===== src/rtl/core/bpv_pkg.sv =====
// ----------------------------------------------------------------------------
// bpv_pkg
// Shared types, constants and codes for the packet verdict block.
// ----------------------------------------------------------------------------
`default_nettype none
package bpv_pkg;

  localparam int HOST_BUCKETS    = 256;
  localparam int SEGMENT_BUCKETS = 4;
  localparam int BUCKET_WAYS     = 4;

  localparam logic [1:0] VERDICT_ACCEPT = 2'd0;
  localparam logic [1:0] VERDICT_DROP   = 2'd1;
  localparam logic [1:0] VERDICT_QUEUE  = 2'd2;

  localparam logic [1:0] MODE_BYPASS      = 2'd0;
  localparam logic [1:0] MODE_CLASSIFY    = 2'd1;
  localparam logic [1:0] MODE_BIND_BYPASS = 2'd2;
  localparam logic [1:0] MODE_BIND_CHECK  = 2'd3;
  localparam logic [1:0] MODE_RESET       = MODE_CLASSIFY;

  localparam logic       OP_CLASSIFY = 1'b0;
  localparam logic       OP_ADD      = 1'b1;

  localparam logic [15:0] LOCAL_MASK    = 16'hFFFF;
  localparam logic signed [17:0] JUMBO_PAYLOAD = 18'sd1480;
  // DNS port 53
  localparam logic [15:0] DNS_PORT      = 16'd53;
  localparam logic [4:0]  MARK_NONE     = 5'd0;
  localparam logic [4:0]  MARK_ACK      = 5'd21;
  localparam logic [4:0]  MARK_ICMP     = 5'd22;
  localparam logic [7:0]  WAN_DIGIT     = 8'h30;
  localparam logic [7:0]  MARK_DIGIT    = 8'h31;

  localparam logic [7:0] PROTO_ICMP = 8'd1;
  localparam logic [7:0] PROTO_TCP  = 8'd6;
  localparam logic [7:0] PROTO_UDP  = 8'd17;

  localparam int QUEUE_DEPTH = 2;

  typedef struct packed {
    logic        op;
    logic        lookup;
    logic [1:0]  verdict;
    logic [4:0]  mark_value;
    logic [31:0] src_ip;
    logic [47:0] src_mac;
  } qitem_t;

  typedef struct packed {
    logic        valid;
    logic [31:0] ip;
    logic [47:0] mac;
  } entry_t;

  typedef enum logic [1:0] {
    S_CLEAR,
    S_IDLE,
    S_EVAL
  } back_state_t;

endpackage
`default_nettype wire


===== src/rtl/core/bpv_queue.sv =====
// ----------------------------------------------------------------------------
// bpv_queue
// Short FIFO between the front and the table back end.
// ----------------------------------------------------------------------------
`default_nettype none
module bpv_queue (
  input  wire logic            clk,
  input  wire logic            rst,
  input  wire logic            push,
  input  wire bpv_pkg::qitem_t push_item,
  input  wire logic            pop,
  output bpv_pkg::qitem_t      head,
  output logic                 not_empty,
  output logic                 full
);

  localparam int PTR_W = (bpv_pkg::QUEUE_DEPTH > 1) ? $clog2(bpv_pkg::QUEUE_DEPTH) : 1;
  localparam int CNT_W = $clog2(bpv_pkg::QUEUE_DEPTH + 1);

  bpv_pkg::qitem_t slots [bpv_pkg::QUEUE_DEPTH];
  logic [PTR_W-1:0] wr_ptr;
  logic [PTR_W-1:0] rd_ptr;
  logic [CNT_W-1:0] count;

  assign head      = slots[rd_ptr];
  assign not_empty = count != '0;
  assign full      = count == CNT_W'(bpv_pkg::QUEUE_DEPTH);

  always_ff @(posedge clk) begin
    if (push) begin
      slots[wr_ptr] <= push_item;
    end
  end

  always_ff @(posedge clk) begin
    if (rst) begin
      wr_ptr <= '0;
      rd_ptr <= '0;
      count  <= '0;
    end else begin
      if (push) begin
        wr_ptr <= (wr_ptr == PTR_W'(bpv_pkg::QUEUE_DEPTH - 1)) ? '0 : wr_ptr + 1'b1;
      end
      if (pop) begin
        rd_ptr <= (rd_ptr == PTR_W'(bpv_pkg::QUEUE_DEPTH - 1)) ? '0 : rd_ptr + 1'b1;
      end
      count <= count + CNT_W'(push) - CNT_W'(pop);
    end
  end

endmodule
`default_nettype wire


===== config.mk =====
export PLATFORM = sky130hd
export DESIGN_NAME = bpv_queue
export DESIGN_NICKNAME = d
export VERILOG_FILES = /design/src/rtl/core/bpv_pkg.sv /design/src/rtl/core/bpv_queue.sv
export SDC_FILE = /design/constraint.sdc
export NUM_CORES = 1
export LEC_CHECK = 0
export BUFFER_PORTS_ARGS = -buffer_cell sky130_fd_sc_hd__buf_4
export CAP_MARGIN = 30
export CORE_AREA = 2 2 113 115
export CTS_CLUSTER_DIAMETER = 150
export CTS_CLUSTER_SIZE = 20
export DETAILED_ROUTE_END_ITERATION = 12
export DIE_AREA = 0 0 115 117
export PLACE_DENSITY_LB_ADDON = 0.08
export SYNTH_ARGS = -nofsm -noshare
export SYNTH_HDL_FRONTEND = slang
export SYNTH_SLANG_ARGS = --single-unit

===== constraint.sdc =====
create_clock -name clk -period 8.28 [get_ports clk]
set_input_delay 0.828 -clock clk [delete_from_list [all_inputs] [get_ports clk]]
set_output_delay 0.828 -clock clk [all_outputs]
set_load 0.005 [all_outputs]

# Yosys cells after proc, flatten, opt, wreduce, memory -nomap -nowiden
# Memory sizes are Yosys's and may differ from the RTL's. A register that Yosys moved wholly into a read port is not among the register bits.
# Cells that the tools add are included.
# word_totals
ff_bits	4
ramBits	178
output_inout_bits	91
memories	1
# memory_table
memory	words	width	read_ports	rd_clocked_by_memory_dff	write_ports	line	source
slots	2	89	1	1	1	bpv_queue.sv:20	bpv_pkg::qitem_t slots [bpv_pkg::QUEUE_DEPTH];
# classes
n_addsub	4
n_eq_ne	1
muxes	6
reduce_logical	1
# op_table
operator	count
2-to-1 mux 1 bit	6
adder 1 bit, second input constant	2
adder 2 x 1 -> 2 bit	1
equality test 2 bit, second input constant	1
nonzero test 2 bit	1
subtractor 2 x 1 -> 2 bit	1

# Longest topological paths before layout
# logic_depth
word_depth	4
ltp_mapped	6

# Least setup slack after synthesis
# Ideal clock, no wire load.
# synth_path
path_kind	input -> register
start	input push
end	memory slots[0][0] (netlist name) (enable)
setup_ns	0.548
t_arrival_ns	4.710
t_required_ns	7.732
setup_slack_ns	3.022
path_stages	1
path_buffers	0
path_cell_list	nor2b_1
# synth_via
elab_chain_len	2
# synth_lines
item	line	source
start, declared	bpv_queue.sv:9	input wire logic push,
2-to-1 mux 1 bit	bpv_queue.sv:30	if (push) begin
2-to-1 mux 1 bit (not written as such)	bpv_queue.sv:31	slots[wr_ptr] <= push_item;
end, declared	bpv_queue.sv:20	
# No other way between the ends.

==> impl_metrics.json <==
{
  "synth_cells": 298,
  "holdCritPathClass": "reg2reg",
  "arrival_ns": 2.22,
  "vias": 3329,
  "drc_errors": 0,
  "pin_count": 184,
  "rr_startpoint": "wr_ptr",
  "ant_nets": 0,
  "num-fill-cells": 808,
  "combPwrFrac_pct": 12.0,
  "port_buffers": 183,
  "ys_ff_latch": 183,
  "worst_hold_slack_ns": 0.5131,
  "utilization_pct": 71.53,
  "synth_top_family_by_area": "multiplexers",
  "muxShareOfSynthArea_pct": 15.58,
  "outcome": "finished clean",
  "timing.rr.end": "slots[0][63]",
  "synth_compound_area_share_pct": 0,
  "antenna_found_initial": 0,
  "hold_violations": 0,
  "ctsResizeCount": 0,
  "htreeDepth": 4,
  "fin_tns_setup_ns": 0,
  "synthAdderAreaFrac_pct": 0.3750,
  "post-dp-hpwl_um": 7613,
  "grt_usage_pct": 17.51,
  "initial_utilization_pct": 54.20,
  "syn_avg_cell_area_um2": 22.39,
  "fp.coreArea_um2": 12310,
  "worstMarginPinSlew_ns": 0.8883,
  "grt_max_degree": 61,
  "die_x_um": 115,
  "setup_viol_count_final": 0,
  "synth_xor_area_share_pct": 0.6000,
  "max_freq_mhz": 328.3,
  "cts_tree": "done",
  "reg2reg_depth": 2,
  "drt_iter0_markers": 149,
  "final_nets": 590,
  "die-area_um2": 13460,
  "synth_fp_nets": 393,
  "worstHoldStart": "rd_ptr",
  "crit_fanout": 43,
  "seq_power_share_pct": 52.5,
  "powerDensity_nw_per_um2": 237.1,
  "cts_setup_buffers": 0,
  "place_congestion": 0.6982,
  "rsz0062_at_grt": "false",
  "maxSlewHeadroom_pct": 40.66,
  "syn_area_um2": 6673,
  "min_path_cells": 2,
  "min_period_ns": 3.046,
  "drv_slew": 0,
  "antenna_cells": 0,
  "power_leakage_nw": 3.339,
  "syn_to_final_growth_pct": 31.99,
  "cts.path.max_buffers": 2,
  "crit_type": "reg2out",
  "ys_seq_area_share_pct": 81.61,
  "cp-start-kind": "flop",
  "holdBufCountCts": 0,
  "power.switching_mw": 0.4104,
  "synthSimpleGateAreaFrac_pct": 0.6938,
  "required_ns": 7.45,
  "endpoint_kind": "output pin",
  "clkTransAtPathRegs_ns": 0.06,
  "vias_per_cell": 5.059,
  "wl_um": 11520,
  "clock_skew_ns": 0.003324,
  "grt_overflow": 0,
  "clkLatencyLatePin_ns": 0.41,
  "cts_root_buffer": "clkbuf_16",
  "min_to": "rd_ptr",
  "power_switching_share_pct": 19.66,
  "drt_first_pass_iters": 4,
  "grt_pass1_wl_um": 17080,
  "power_frac_clock_pct": 35.5,
  "cap_violations": 0,
  "r2r_slack_ns": 6.03,
  "fp-row-count": 41,
  "cts_made_buffers": 17,
  "drive_gt1_share_pct": 60.04,
  "yosysWarnings": 0,
  "internal_power_mw": 1.678,
  "wl_per_cell_um": 17.51,
  "clock_sinks": 183,
  "period_share_pct": 36.79,
  "vdd_ir_drop_max_mv": 0.1426,
  "grt_pass1_vias": 3414,
  "die_height_um": 117,
  "ys_types": 14
}
==> layout make-up <==
type | count | area, um2 | share of cell area (%)
timing repair buffer | 188 | 1451 | 16.48
multi-input combinational | 103 | 1161 | 13.18
tap | 150 | 187.7 | 2.131
sequential | 183 | 5449 | 61.87
clock inverter | 3 | 40.04 | 0.4546
inverter | 2 | 7.507 | 0.08524
clock buffer | 29 | 510.5 | 5.796
==> stage by stage <==
step | cells | instance area [um2] | worst slack (ns) | total power, mW
2_1_floorplan | 298 | 6673 | 3.022 | 1.232
5_1_grt | 658 | 8807 | 5.108 | 2.166
6_report | 658 | 8807 | 5.234 | 2.088
4_1_cts | 658 | 8807 | 5.184 | 2.113
3_5_place_dp | 626 | 8257 | 5.343 | 1.372
3_3_place_gp | 624 | 8202 | 5.370 | 1.360
==> synthesized netlist by cell type, drive strengths merged <==
master,number,area share (%)
xnor2,2,0.26
edfxtp,178,80
nor2,4,0.22
buf,10,1.0
mux2,89,16
nor2b,3,0.28
and2,1,0.094
or2,1,0.094
ha,2,0.37
inv,2,0.11
dfxtp,5,1.5
xnor3,1,0.34
==> worst max-delay path by stage <==
stage                     start           end
final                      flop      head[83]
after global routing       flop      head[31]
after CTS                  flop      head[21]
after detailed placement   push   slots[0][1]
after global placement     push  slots[0][11]
after floorplan            push   slots[0][0]
==> sequential cells by signal, indices dropped and copies added, names as in the netlist, named ones only <==
signal / count
slots: 178
wr_ptr: 1
rd_ptr: 1
count: 2
==> metal layers <==
metal / global-route usage [%] / vias up / wire (um)
met5: 0 / - / 0
met4: 7.711 / 0 / 196
met3: 8.187 / 14 / 1000
met2: 27.88 / 119 / 5827
met1: 20.59 / 1627 / 4499
li1: - / 1569 / -
==> cell usage in the layout, fill, tap and decap left out, drive strengths merged <==
cell type | synthesis | final
buf | 10 | 188
edfxtp | 178 | 178
mux2 | 89 | 89
clkbuf | 0 | 29
dfxtp | 5 | 5
nor2 | 4 | 4
nor2b | 3 | 3
inv | 2 | 2
xnor2 | 2 | 2
ha | 2 | 2
clkinv | 0 | 2
or2 | 1 | 1
and2 | 1 | 1
xnor3 | 1 | 1
bufinv | 0 | 1
==> power by group through the flow <==
stage / Clock (mW) / Sequential, mW / Combinational [mW]
after floorplan: 0 / 1.12 / 0.116
after global placement: 0 / 1.11 / 0.247
after detailed placement: 0 / 1.12 / 0.255
after CTS: 0.760 / 1.10 / 0.256
after global routing: 0.792 / 1.10 / 0.273
final: 0.741 / 1.10 / 0.251
==> cells by family after synthesis <==
kind of cell	Yosys count
flip-flops	183
multiplexers	89
buffers and inverters	12
AND/OR/NAND/NOR	9
XOR/XNOR	3
adder cells (fa/ha/maj)	2
==> critical path: stages (launching register included) <==
cell	delay (ns)
dfxtp_4	0.41
buf_4	0.52
buf_16	0.30
mux2_2	0.37
buf_4	0.14
(Power assumes the default switching activity.)
