File: src/rtl/core/bpv_pkg.sv
// ----------------------------------------------------------------------------
// bpv_pkg
// Shared types, constants and codes for the packet verdict block.
// ----------------------------------------------------------------------------
`default_nettype none
package bpv_pkg;

  localparam int HOST_BUCKETS    = 256;
  localparam int SEGMENT_BUCKETS = 4;
  localparam int BUCKET_WAYS     = 4;

  localparam logic [1:0] VERDICT_ACCEPT = 2'd0;
  localparam logic [1:0] VERDICT_DROP   = 2'd1;
  localparam logic [1:0] VERDICT_QUEUE  = 2'd2;

  localparam logic [1:0] MODE_BYPASS      = 2'd0;
  localparam logic [1:0] MODE_CLASSIFY    = 2'd1;
  localparam logic [1:0] MODE_BIND_BYPASS = 2'd2;
  localparam logic [1:0] MODE_BIND_CHECK  = 2'd3;
  localparam logic [1:0] MODE_RESET       = MODE_CLASSIFY;

  localparam logic       OP_CLASSIFY = 1'b0;
  localparam logic       OP_ADD      = 1'b1;

  localparam logic [15:0] LOCAL_MASK    = 16'hFFFF;
  localparam logic signed [17:0] JUMBO_PAYLOAD = 18'sd1480;
  // DNS port 53
  localparam logic [15:0] DNS_PORT      = 16'd53;
  localparam logic [4:0]  MARK_NONE     = 5'd0;
  localparam logic [4:0]  MARK_ACK      = 5'd21;
  localparam logic [4:0]  MARK_ICMP     = 5'd22;
  localparam logic [7:0]  WAN_DIGIT     = 8'h30;
  localparam logic [7:0]  MARK_DIGIT    = 8'h31;

  localparam logic [7:0] PROTO_ICMP = 8'd1;
  localparam logic [7:0] PROTO_TCP  = 8'd6;
  localparam logic [7:0] PROTO_UDP  = 8'd17;

  localparam int QUEUE_DEPTH = 2;

  typedef struct packed {
    logic        op;
    logic        lookup;
    logic [1:0]  verdict;
    logic [4:0]  mark_value;
    logic [31:0] src_ip;
    logic [47:0] src_mac;
  } qitem_t;

  typedef struct packed {
    logic        valid;
    logic [31:0] ip;
    logic [47:0] mac;
  } entry_t;

  typedef enum logic [1:0] {
    S_CLEAR,
    S_IDLE,
    S_EVAL
  } back_state_t;

endpackage
`default_nettype wire

File: src/rtl/core/bpv_ifs.sv
// ----------------------------------------------------------------------------
// bpv channel interfaces
// Header input, verdict output and mode write channels.
// ----------------------------------------------------------------------------
`default_nettype none
interface bpv_in_if;
  logic        valid;
  logic        ready;
  logic        op;
  logic [31:0] src_ip;
  logic [31:0] dst_ip;
  logic [7:0]  protocol;
  logic [3:0]  ip_header_words;
  logic [3:0]  tcp_offset_words;
  logic [3:0]  tcp_flags;
  logic [15:0] packet_length;
  logic [15:0] src_port;
  logic [15:0] dst_port;
  logic [47:0] src_mac;
  logic [7:0]  ingress_digit;
  modport source (output valid, op, src_ip, dst_ip, protocol, ip_header_words,
                  tcp_offset_words, tcp_flags, packet_length, src_port, dst_port,
                  src_mac, ingress_digit, input ready);
  modport sink (input valid, op, src_ip, dst_ip, protocol, ip_header_words,
                tcp_offset_words, tcp_flags, packet_length, src_port, dst_port,
                src_mac, ingress_digit, output ready);
endinterface

`default_nettype wire

File: src/rtl/core/bpv_front.sv
// ----------------------------------------------------------------------------
// bpv_front
// Accept headers and settle every verdict that needs no table lookup.
// ----------------------------------------------------------------------------
`default_nettype none
module bpv_front (
  bpv_in_if.sink          item,
  input  wire logic [1:0] filter_mode,
  input  wire logic       q_full,
  input  wire logic       clearing,
  output bpv_pkg::qitem_t push_item,
  output logic            push
);

  logic signed [17:0] payload;
  logic               local_hit;
  logic [1:0]         cls_verdict;
  logic [4:0]         cls_mark;

  assign item.ready = !q_full && !clearing;
  assign push       = item.valid && item.ready;

  assign payload   = 18'(item.packet_length) - 18'({item.ip_header_words, 2'b00})
                   - 18'({item.tcp_offset_words, 2'b00});
  assign local_hit = (item.src_ip[15:0] & bpv_pkg::LOCAL_MASK) ==
                     (item.dst_ip[15:0] & bpv_pkg::LOCAL_MASK);

  always_comb begin
    cls_verdict = bpv_pkg::VERDICT_ACCEPT;
    cls_mark    = bpv_pkg::MARK_NONE;
    case (item.protocol)
      bpv_pkg::PROTO_TCP: begin
        if (item.tcp_flags[0] || item.tcp_flags[2]) begin
          cls_verdict = bpv_pkg::VERDICT_ACCEPT;
        end else if (payload == 18'sd0) begin
          if (item.ingress_digit == bpv_pkg::MARK_DIGIT &&
              (item.tcp_flags[1] || item.tcp_flags[3])) begin
            cls_mark = bpv_pkg::MARK_ACK;
          end
        end else if (payload > bpv_pkg::JUMBO_PAYLOAD) begin
          cls_verdict = bpv_pkg::VERDICT_ACCEPT;
        end else begin
          cls_verdict = bpv_pkg::VERDICT_QUEUE;
        end
      end
      bpv_pkg::PROTO_UDP: begin
        if (item.src_port != bpv_pkg::DNS_PORT && item.dst_port != bpv_pkg::DNS_PORT) begin
          cls_verdict = bpv_pkg::VERDICT_QUEUE;
        end
      end
      bpv_pkg::PROTO_ICMP: begin
        cls_mark = bpv_pkg::MARK_ICMP;
      end
      default: begin
        cls_verdict = bpv_pkg::VERDICT_ACCEPT;
      end
    endcase
  end

  always_comb begin
    push_item.op         = item.op;
    push_item.src_ip     = item.src_ip;
    push_item.src_mac    = item.src_mac;
    push_item.lookup     = 1'b0;
    push_item.verdict    = bpv_pkg::VERDICT_ACCEPT;
    push_item.mark_value = bpv_pkg::MARK_NONE;
    if (filter_mode == bpv_pkg::MODE_CLASSIFY && !local_hit) begin
      push_item.verdict    = cls_verdict;
      push_item.mark_value = cls_mark;
    end else if (filter_mode != bpv_pkg::MODE_BYPASS && !local_hit &&
                 item.ingress_digit != bpv_pkg::WAN_DIGIT) begin
      push_item.lookup = 1'b1;
    end
  end

endmodule
`default_nettype wire

File: src/flat_wrapper.sv
// flat-port wrapper written by rule: the top's interface ports become plain ports
module bpv_front_flat 
  (filter_mode, q_full, clearing, push_item, push, item_valid, item_op, item_src_ip, item_dst_ip, item_protocol, item_ip_header_words, item_tcp_offset_words, item_tcp_flags, item_packet_length, item_src_port, item_dst_port, item_src_mac, item_ingress_digit, item_ready);
  bpv_in_if item_i ();
  input  wire logic [1:0] filter_mode;
  input  wire logic q_full;
  input  wire logic clearing;
  output bpv_pkg::qitem_t push_item;
  output logic push;
  input wire logic [$bits(item_i.valid)-1:0] item_valid;
  input wire logic [$bits(item_i.op)-1:0] item_op;
  input wire logic [$bits(item_i.src_ip)-1:0] item_src_ip;
  input wire logic [$bits(item_i.dst_ip)-1:0] item_dst_ip;
  input wire logic [$bits(item_i.protocol)-1:0] item_protocol;
  input wire logic [$bits(item_i.ip_header_words)-1:0] item_ip_header_words;
  input wire logic [$bits(item_i.tcp_offset_words)-1:0] item_tcp_offset_words;
  input wire logic [$bits(item_i.tcp_flags)-1:0] item_tcp_flags;
  input wire logic [$bits(item_i.packet_length)-1:0] item_packet_length;
  input wire logic [$bits(item_i.src_port)-1:0] item_src_port;
  input wire logic [$bits(item_i.dst_port)-1:0] item_dst_port;
  input wire logic [$bits(item_i.src_mac)-1:0] item_src_mac;
  input wire logic [$bits(item_i.ingress_digit)-1:0] item_ingress_digit;
  output wire logic [$bits(item_i.ready)-1:0] item_ready;
  assign item_i.valid = item_valid;
  assign item_i.op = item_op;
  assign item_i.src_ip = item_src_ip;
  assign item_i.dst_ip = item_dst_ip;
  assign item_i.protocol = item_protocol;
  assign item_i.ip_header_words = item_ip_header_words;
  assign item_i.tcp_offset_words = item_tcp_offset_words;
  assign item_i.tcp_flags = item_tcp_flags;
  assign item_i.packet_length = item_packet_length;
  assign item_i.src_port = item_src_port;
  assign item_i.dst_port = item_dst_port;
  assign item_i.src_mac = item_src_mac;
  assign item_i.ingress_digit = item_ingress_digit;
  assign item_ready = item_i.ready;
  bpv_front u_core (.item(item_i), .filter_mode(filter_mode), .q_full(q_full), .clearing(clearing), .push_item(push_item), .push(push));
endmodule
File: config.mk
export PLATFORM = sky130hd
export DESIGN_NAME = bpv_front_flat
export DESIGN_NICKNAME = d
export VERILOG_FILES = /design/src/rtl/core/bpv_pkg.sv /design/src/rtl/core/bpv_ifs.sv /design/src/rtl/core/bpv_front.sv /design/src/flat_wrapper.sv
export SDC_FILE = /design/constraint.sdc
export NUM_CORES = 1
export LEC_CHECK = 0
export BUFFER_PORTS_ARGS = -buffer_cell sky130_fd_sc_hd__buf_2
export CORE_AREA = 2 2 110 112
export DETAILED_ROUTE_END_ITERATION = 7
export DIE_AREA = 0 0 112 114
export GPL_TIMING_DRIVEN = 0
export PLACE_DENSITY_LB_ADDON = 0.25
export SYNTH_ARGS = -nofsm -noshare
export SYNTH_HDL_FRONTEND = slang
export SYNTH_SLANG_ARGS = --single-unit
File: constraint.sdc
create_clock -name vclk -period 4
set_clock_uncertainty 0.1 [all_clocks]
set_input_delay 0.4 -clock vclk [all_inputs]
set_output_delay 0.4 -clock vclk [all_outputs]
set_load 0.01 [all_outputs]
-- Yosys cells after proc, flatten, opt, wreduce, memory -nomap -nowiden
Index checks and enable logic that the tools add are counted.
- flip-flop bits (word level): 0
- bits of input ports: 194
- logic and storage cells: 38
- $add $sub $neg: 2
- magnitude comparators: 1
- equal/unequal tests: 9
- mux-type cells: 12
- reduce and logical (&&, ||, !) cells: 14
- operator list (cell ; number):
    $ne 16x6->1 const B ; 2
    $gt 18x12->1 const B ; 1
    $logic_not 18->1 ; 1
    $sub 18x6->18 ; 1
    $sub 16x6->17 ; 1
    $eq 16x16->1 ; 1
    $mux 5 ; 3
    $pmux 5 s2 ; 1
    $eq 8x1->1 const B ; 1
    $eq 8x3->1 const B ; 1
    $eq 8x5->1 const B ; 1
    $eq 8x6->1 const B ; 1
    $mux 2 ; 4
    $ne 8x6->1 const B ; 1
    $logic_and 1x1->1 ; 7
    $mux 7 ; 1
    $pmux 2 s2 ; 1
    $logic_not 1->1 ; 3
    $eq 2x1->1 const B ; 1
    $logic_or 1x1->1 ; 2
    $mux 1 ; 2
    $reduce_bool 2->1 ; 1

-- Depth between registers and ports, before layout
Gate-level depths: netlist of the first run.
- depth in word-level cells: 8
- mapped depth: 20
- depth with buffers taken out: 17

-- Worst setup path after synthesis of the first run
No wires, ideal clock.
- kind: input-to-output
- from: input port item_ip_header_words[2]
- to: output port push_item[84] (netlist name)
- arrival time: 3.754 ns
- data required time: 3.500 ns
- slack: -0.254 ns
- stages on the path: 19
- path through: inv_1 ha_1 clkbuf_1 o21ai_0 a21oi_1 nor2_1 ha_1 o21ai_0 a21oi_1 or2_2 buf_1 and2_1 a31oi_1 nor3b_1 a2bb2oi_1 nand4_2 nor4_2 or2_1 buf_4
- RTL lines (element ; line ; text):
    start: declaration ; flat_wrapper.sv:15 ; input wire logic [$bits(item_i.ip_header_words)-1:0] item_ip_header_words;
    end: declaration ; flat_wrapper.sv:8 ; output bpv_pkg::qitem_t push_item;

==> reports/metrics.yaml, run 1 <==
setup_viol: 0
post_dp_cell_area_sq_um: 3250
peakVddDrop_mv: 0.0893
seq_cells: 0
muxShareOfSynthArea_pct: 1.23
synth_compound_area_share_pct: 14.4
grt_overflow: 0
nets: 708
fp.dieW_um: 112
power-per-cell-area_nw_per_um2: 150
antenna_found_initial: 0
grt_usage_pct: 9.98
total_leakage_power_nw: 1.88
grt_max_degree: 10
register_area_sq_um: 0
whs_ps: 883
dr_total_vias: 2676
rsz0062_at_grt: "true"
start_kind: "primary input"
ys_types: 58
fillCellCount: 1297
gp_congestion: 0.785
cp_max_fo: 5
required_ps: 3500
critPathCaptureType: "output pin"
ys_warn_count: 0
die_y_um: 114
layout_common_cells: "buf_2, buf_4, nor2_1, xnor2_1, nand4_1"
fmax_ghz: 0.252
grt_pass1_wl_mm: 10.9
area_growth_pct: 84.0
status: "completed"
path_class: "primary input to output pin"
tightest_slew_ps: 588
drive_gt1_share_pct: 72.5
crit_arrival_ps: 3470
synth-xor-area-share_pct: 12.1
avgSynthCellArea_sq_um: 7.11
die_area_sq_um: 12800
io_buffers: 202
dpl.hpwl_mm: 6.64
finalCritPeriodShare_pct: 99.1
synth_area_sq_um: 2030
final_max_slew_viol_count: 0
synthesis.instances: 286
num_rows: 40
mostFrequentLayoutCell: "buf_2"
ant_nets: 0
num_io_pins: 285
routed_wl_mm: 7.74
wire_per_inst_um: 11.9
min_path_type: "primary input to output pin"
n_clock_buffer: 0
slew_headroom_pct: 60.3
start_util_pct: 17.4
yosys.area_share.simple_pct: 31.2
synth_top_family_by_area: "buffers and inverters"
core_sq_um: 11700
synth-adder-area-share_pct: 6.89
cts.hold.buffers_added: 0
insertedDiodeCount: 0
dr.first_iter.drc_count: 72
ys_seq_area_share_pct: 0
cap_violations: 0
viasPerCell: 4.12
min_period_ps: 3970
hold_violations: 0
grt_pass1_vias: 2406
dr.pass1.iters: 4
drc_errors: 0
design_area_sq_um: 3740
## synthesized netlist by cell type, drive strengths merged, types with 4 or more instances
cell / instances / share of area [%]
a21oi: 9 / 2.2
buf: 86 / 31
ha: 8 / 4.9
inv: 13 / 2.4
nand2: 7 / 1.3
nand2b: 6 / 1.8
nand3: 7 / 1.7
nand4: 11 / 3.7
nor2: 23 / 4.2
nor2b: 4 / 1.2
nor3: 7 / 2.0
nor4: 10 / 4.4
nor4b: 5 / 2.9
o21ai: 11 / 2.7
or2: 4 / 1.2
xnor2: 24 / 10
xor2: 4 / 1.7
## final timing paths
check	startpoint	end	slack [ps]	depth (start not counted)
max	item_ip_header_words[3]	push_item[84]	30	16
min	item_src_mac[44]	push_item[44]	880	2
## through the flow
stage          utilization (%)  setup TNS (ps)  setup slack (ps)  total power [mW]  cells
2_1_floorplan                -               0              5.76             0.255    287
3_3_place_gp              27.7           -1760              -546             0.393    636
3_5_place_dp              27.7           -1890              -580             0.399    636
4_1_cts                   30.1           -87.8             -50.6             0.496    644
5_1_grt                   31.9            -385              -168             0.605    649
6_report                  31.9               0              34.7             0.560    649
## worst max-delay path: stages
cell      delay (ps)
buf_6             70
inv_2             30
ha_4             160
or4_4            530
buf_6            140
nor3_2           250
and4_1           300
a221oi_4          90
nor4_4           410
mux2_4           350
o211ai_4          80
nand4_4          140
nor4_4           160
or2_1            150
buf_4            110
buf_6             90
## what timing repair did
action | CTS | global route
gates resized for setup | 50 | 29
buffers inserted | 10 | 5
pin swaps | 23 | 14
cloned | 0 | 0
setup endpoints to repair | 4 | 4
## routing by layer
layer / part of all wire, % / track usage (%) / vias up
met4: 0 / 0.325 / 0
met1: 42 / 13.4 / 1202
met5: 0 / 0 / -
li1: - / - / 1360
met2: 52 / 18.9 / 114
met3: 6.1 / 0.319 / 0
## power breakdown
group,switching (mW),total (mW),internal [mW]
combinational,0.257,0.560,0.302
sequential,0,0,0
clock,0,0,0
## logic make-up after synthesis
group,Yosys count
simple gates,101
mux,2
xor+xnor,28
fa+ha+maj,10
compound gates,44
buf+inv,100
other cells,1
## layout make-up
type / count / area (sq um) / area share (%)
well taps: 147 / 184 / 4.92
plain buffers: 85 / 642 / 17.2
repair buffers: 217 / 1160 / 31.1
inverters: 13 / 51.3 / 1.37
multi-input cells: 187 / 1700 / 45.5
Note: power is estimated with default switching activity, not from simulation.
==> inputs of run 2 (changes only) <==
==> constraint.sdc (replaced) <==
create_clock -name vclk -period 4
set_clock_uncertainty 0.1 [all_clocks]
set_input_delay 0.6 -clock vclk [all_inputs]
set_output_delay 0.6 -clock vclk [all_outputs]
set_load 0.01 [all_outputs]
==> reports/metrics.yaml, run 2 (synthesized netlist as in run 1, its figures left out) <==
timing.final.ws_setup_ps: -339
required_ps: 3300
tightest_slew_ps: 489
worstHoldStart: "item_src_mac[23]"
n_clock_buffer: 0
fp.dieW_um: 112
rsz0062_at_grt: "true"
switching_power_mw: 0.249
routed_wl_mm: 8.03
peakVddDrop_mv: 0.0763
power_frac_comb_pct: 100.0
area_growth_pct: 84.8
gp_congestion: 0.743
grt_pass1_wl_mm: 11.1
crit_arrival_ps: 3640
min_period_ps: 4340
grt_overflow: 0
cap_violations: 0
critPathCaptureType: "output pin"
stdcell_count: 651
setup_viol: 4
finalPower_mw: 0.547
drive_gt1_share_pct: 73.2
grt_max_degree: 10
drc_errors: 0
num_rows: 40
viasPerCell: 4.17
cts.hold.buffers_added: 0
post_dp_cell_area_sq_um: 3330
die_area_sq_um: 12800
fmax_ghz: 0.230
dp_cells: 636
start_kind: "primary input"
p_seq_share_pct: 0
whs_path_depth: 2
seq_cells: 0
total_leakage_power_nw: 1.90
layout_common_cells: "buf_2, buf_4, nor2_1, xnor2_1, nand4_1"
min_path_type: "primary input to output pin"
cp_max_fo: 7
die_y_um: 114
worstHoldEndpoint: "push_item[23]"
grt_pass1_vias: 2435
slew_headroom_pct: 67.1
start_util_pct: 17.4
mostFrequentLayoutCell: "buf_2"
final_max_slew_viol_count: 0
ant_nets: 0
clock_power_share_pct: 0
hold_violations: 0
dr.first_iter.drc_count: 111
failed_checks: "negative setup slack"
design_area_sq_um: 3760
status: "finished with violations"
power.internal_mw: 0.298
finalCritPeriodShare_pct: 108
insertedDiodeCount: 0
dr_total_vias: 2717
antenna_found_initial: 0
nets: 710
utilization_pct: 32.1
fin_setup_tns_ps: -998
core_sq_um: 11700
dr.pass1.iters: 4
dpl.hpwl_mm: 6.99
register_area_sq_um: 0
whs_ps: 1280
num_io_pins: 285
power-per-cell-area_nw_per_um2: 146
wire_per_inst_um: 12.3
netSwitchingFraction_pct: 45.5
path_class: "primary input to output pin"
io_buffers: 202
dpl_worst_slack_ps: -776
grt_usage_pct: 10.3
==> run 2: cell types whose count changed in the layout (fill, tap and decap cells not counted), sizes merged <==
cell	before	now
buf	302	304
==> run 2: timing repair <==
item / in CTS / in global routing
gates resized for setup: 56 / 12
setup buffers: 17 / 1
endpoints found under the setup margin: 4 / 4
pin swaps: 29 / 1
==> run 2: power groups by stage <==
stage                     registers, mW  clock network, mW  logic (mW)
after floorplan                       0                  0       0.270
after global placement                0                  0       0.412
after detailed placement              0                  0       0.417
after CTS                             0                  0       0.521
after global routing                  0                  0       0.593
final                                 0                  0       0.547
==> run 2: per-layer routing <==
layer,GRT usage (%),routed length (um),vias to the layer above
met5,0,0,-
met4,0,0,0
met3,0.372,508,0
met2,18.9,4160,126
met1,14.2,3370,1225
li1,-,-,1366
==> run 2: area by class of cell <==
cell class,instances,area [sq um]
Buffer,85,646
Fill cell,1300,7950
Inverter,13,56.3
Multi-Input combinational cell,187,1690
Tap cell,147,184
Timing Repair Buffer,219,1180
==> run 2: critical path, stage by stage <==
cell and delay (ps):
buf_8 80, inv_8 30, ha_4 150, fa_2 400
xnor2_2 210, ha_4 240, o21ai_2 120, a21oi_2 50
or2_4 280, o21ai_2 160, xor2_1 200, o211ai_1 180
o41ai_2 320, a22oi_1 170, a21oi_2 210, o32ai_2 110
buf_2 150
==> run 2: worst max path at each step <==
stage / start / endpoint / slack [ps] / cells after the start
after floorplan: item_packet_length[2] / push_item[84] / -260 / 17
after global placement: item_packet_length[2] / push_item[84] / -750 / 16
after CTS: item_packet_length[2] / push_item[86] / -330 / 17
after global routing: item_packet_length[2] / push_item[86] / -510 / 16
after detailed placement: item_ip_header_words[1] / push_item[84] / -780 / 20
final: item_packet_length[2] / push_item[86] / -340 / 17
==> inputs of run 3 (changes only) <==
Settings changed: CELL_PAD_IN_SITES_DETAIL_PLACEMENT set to 1, CELL_PAD_IN_SITES_GLOBAL_PLACEMENT set to 1, CORE_AREA 2 2 110 112 to not set, CORE_UTILIZATION set to 17, DIE_AREA 0 0 112 114 to not set.
==> reports/metrics.yaml, run 3 (synthesized netlist as in run 1, its figures left out) <==
total_leakage_power_nw: 1.92
path_class: "primary input to output pin"
grt_overflow: 0
layout_common_cells: "buf_2, buf_4, xnor2_1, nor2_1"
startpoint: "item_ip_header_words[2]"
crit_slowest_cell: "ha_1"
hold_violations: 0
multiInputGateArea_sq_um: 1680
drc_errors: 25
io_buffers: 202
start_util_pct: 17.7
crit_path_end: "push_item[86]"
whs_ps: 1280
mostFrequentLayoutCell: "buf_2"
slowest_delay_ps: 310
finalPower_mw: 0.563
dr.first_iter.drc_count: 89
gp_congestion: 0.764
drive_gt1_share_pct: 73.1
grt_pass1_wl_mm: 13.4
failed_checks: "design-rule violations, negative setup slack"
crit_arrival_ps: 3630
die_y_um: 111
min_period_ps: 4330
routed_wl_mm: 8.98
timing.final.ws_setup_ps: -326
dr.pass1.iters: 6
design_area_sq_um: 3800
grt_max_degree: 10
fillCellCount: 1439
fp.dieW_um: 111
post_dp_cell_area_sq_um: 3330
antenna_found_initial: 0
register_area_sq_um: 0
area_growth_pct: 86.8
num_rows: 39
n_clock_buffer: 0
die_area_sq_um: 12400
cap_violations: 0
insertedDiodeCount: 0
nets: 716
wire_per_inst_um: 13.8
core_sq_um: 11500
slew_headroom_pct: 61.1
critPathCaptureType: "output pin"
rsz0062_at_grt: "true"
required_ps: 3300
grt_pass1_vias: 2710
crit_chain: "buf_2, inv_1, ha_4, clkbuf_8, or2_4, a21oi_2, nor2_1, ha_1, o21ai_2, a21oi_2, or2_4, o31ai_4, a31oi_2, nor3b_2, a2bb2oi_2, and2_1, a21oi_1, o32ai_1, buf_2"
finalCritPeriodShare_pct: 108
dpl.hpwl_mm: 7.77
fmax_ghz: 0.231
seq_cells: 0
peakVddDrop_mv: 0.0851
final_max_slew_viol_count: 0
tightest_slew_ps: 580
dr_total_vias: 2773
num_io_pins: 285
ant_nets: 0
cp_max_fo: 9
status: "finished with violations"
setup_viol: 4
viasPerCell: 4.25
start_kind: "primary input"
min_path_type: "primary input to output pin"
power-per-cell-area_nw_per_um2: 148
grt_usage_pct: 13.1
-- run 3: cell types whose count changed in the layout (fill, tap and decap cells not counted), sizes merged --
| cell | delta |
|---|---|
| buf | +5 |
| clkbuf | +1 |
-- run 3: layout make-up --
type | instances | area share [%]
Multi-Input combinational cell | 187 | 44.2
Tap cell | 143 | 4.71
Buffer | 86 | 17.4
Timing Repair Buffer | 224 | 32.2
Inverter | 13 | 1.48
-- run 3: power by group --
group	leakage, nW	internal (mW)	total (mW)	switching [mW]
combinational	1.92	0.304	0.563	0.259
sequential	0	0	0	0
clock	0	0	0	0
total	1.92	0.304	0.563	0.259
-- run 3: stage by stage --
step / setup WS [ps] / std cells / setup TNS [ps] / util (%)
floorplan: -261 / 287 / -513 / -
global placement: -750 / 632 / -2620 / 28.9
detailed placement: -806 / 632 / -2860 / 28.9
CTS: -359 / 650 / -1100 / 32.1
global route: -484 / 653 / -1740 / 33.0
finish: -326 / 653 / -1110 / 33.0
-- run 3: what timing repair did --
| item | 4_1_cts | 5_1_grt |
|---|---|---|
| pin swaps | 30 | 9 |
| gates resized for setup | 52 | 15 |
| endpoints found under the hold margin | 0 | 0 |
| setup buffers | 19 | 3 |
| setup endpoints to repair | 4 | 4 |
| hold buffers | 0 | 0 |
-- run 3: how the worst min path moves through the flow --
| stage | from | depth (start not counted) | to |
|---|---|---|---|
| after floorplan | q_full | 1 | item_ready |
| after global placement | item_src_mac[13] | 2 | push_item[13] |
| after detailed placement | item_src_mac[17] | 2 | push_item[17] |
| after CTS | item_src_mac[24] | 2 | push_item[24] |
| after global routing | item_src_mac[24] | 2 | push_item[24] |
| final | item_src_mac[21] | 2 | push_item[21] |
-- run 3: critical path: cells and delay by family --
family | cells | cell delay, ps
adder cells (fa/ha/maj) | 2 | 460
AO/OA/AOI/OAI | 8 | 1120
AND/OR/NAND/NOR | 5 | 980
buffers and inverters | 4 | 460
-- run 3: layer usage --
metal	wire length [um]	vias to the layer above	track usage (%)	share of wire (%)
li1	-	1372	-	-
met1	3590	1285	15.8	40
met2	4890	114	26.2	54
met3	476	2	0.925	5.3
met4	21	0	0.270	0.23
met5	0	-	0	0
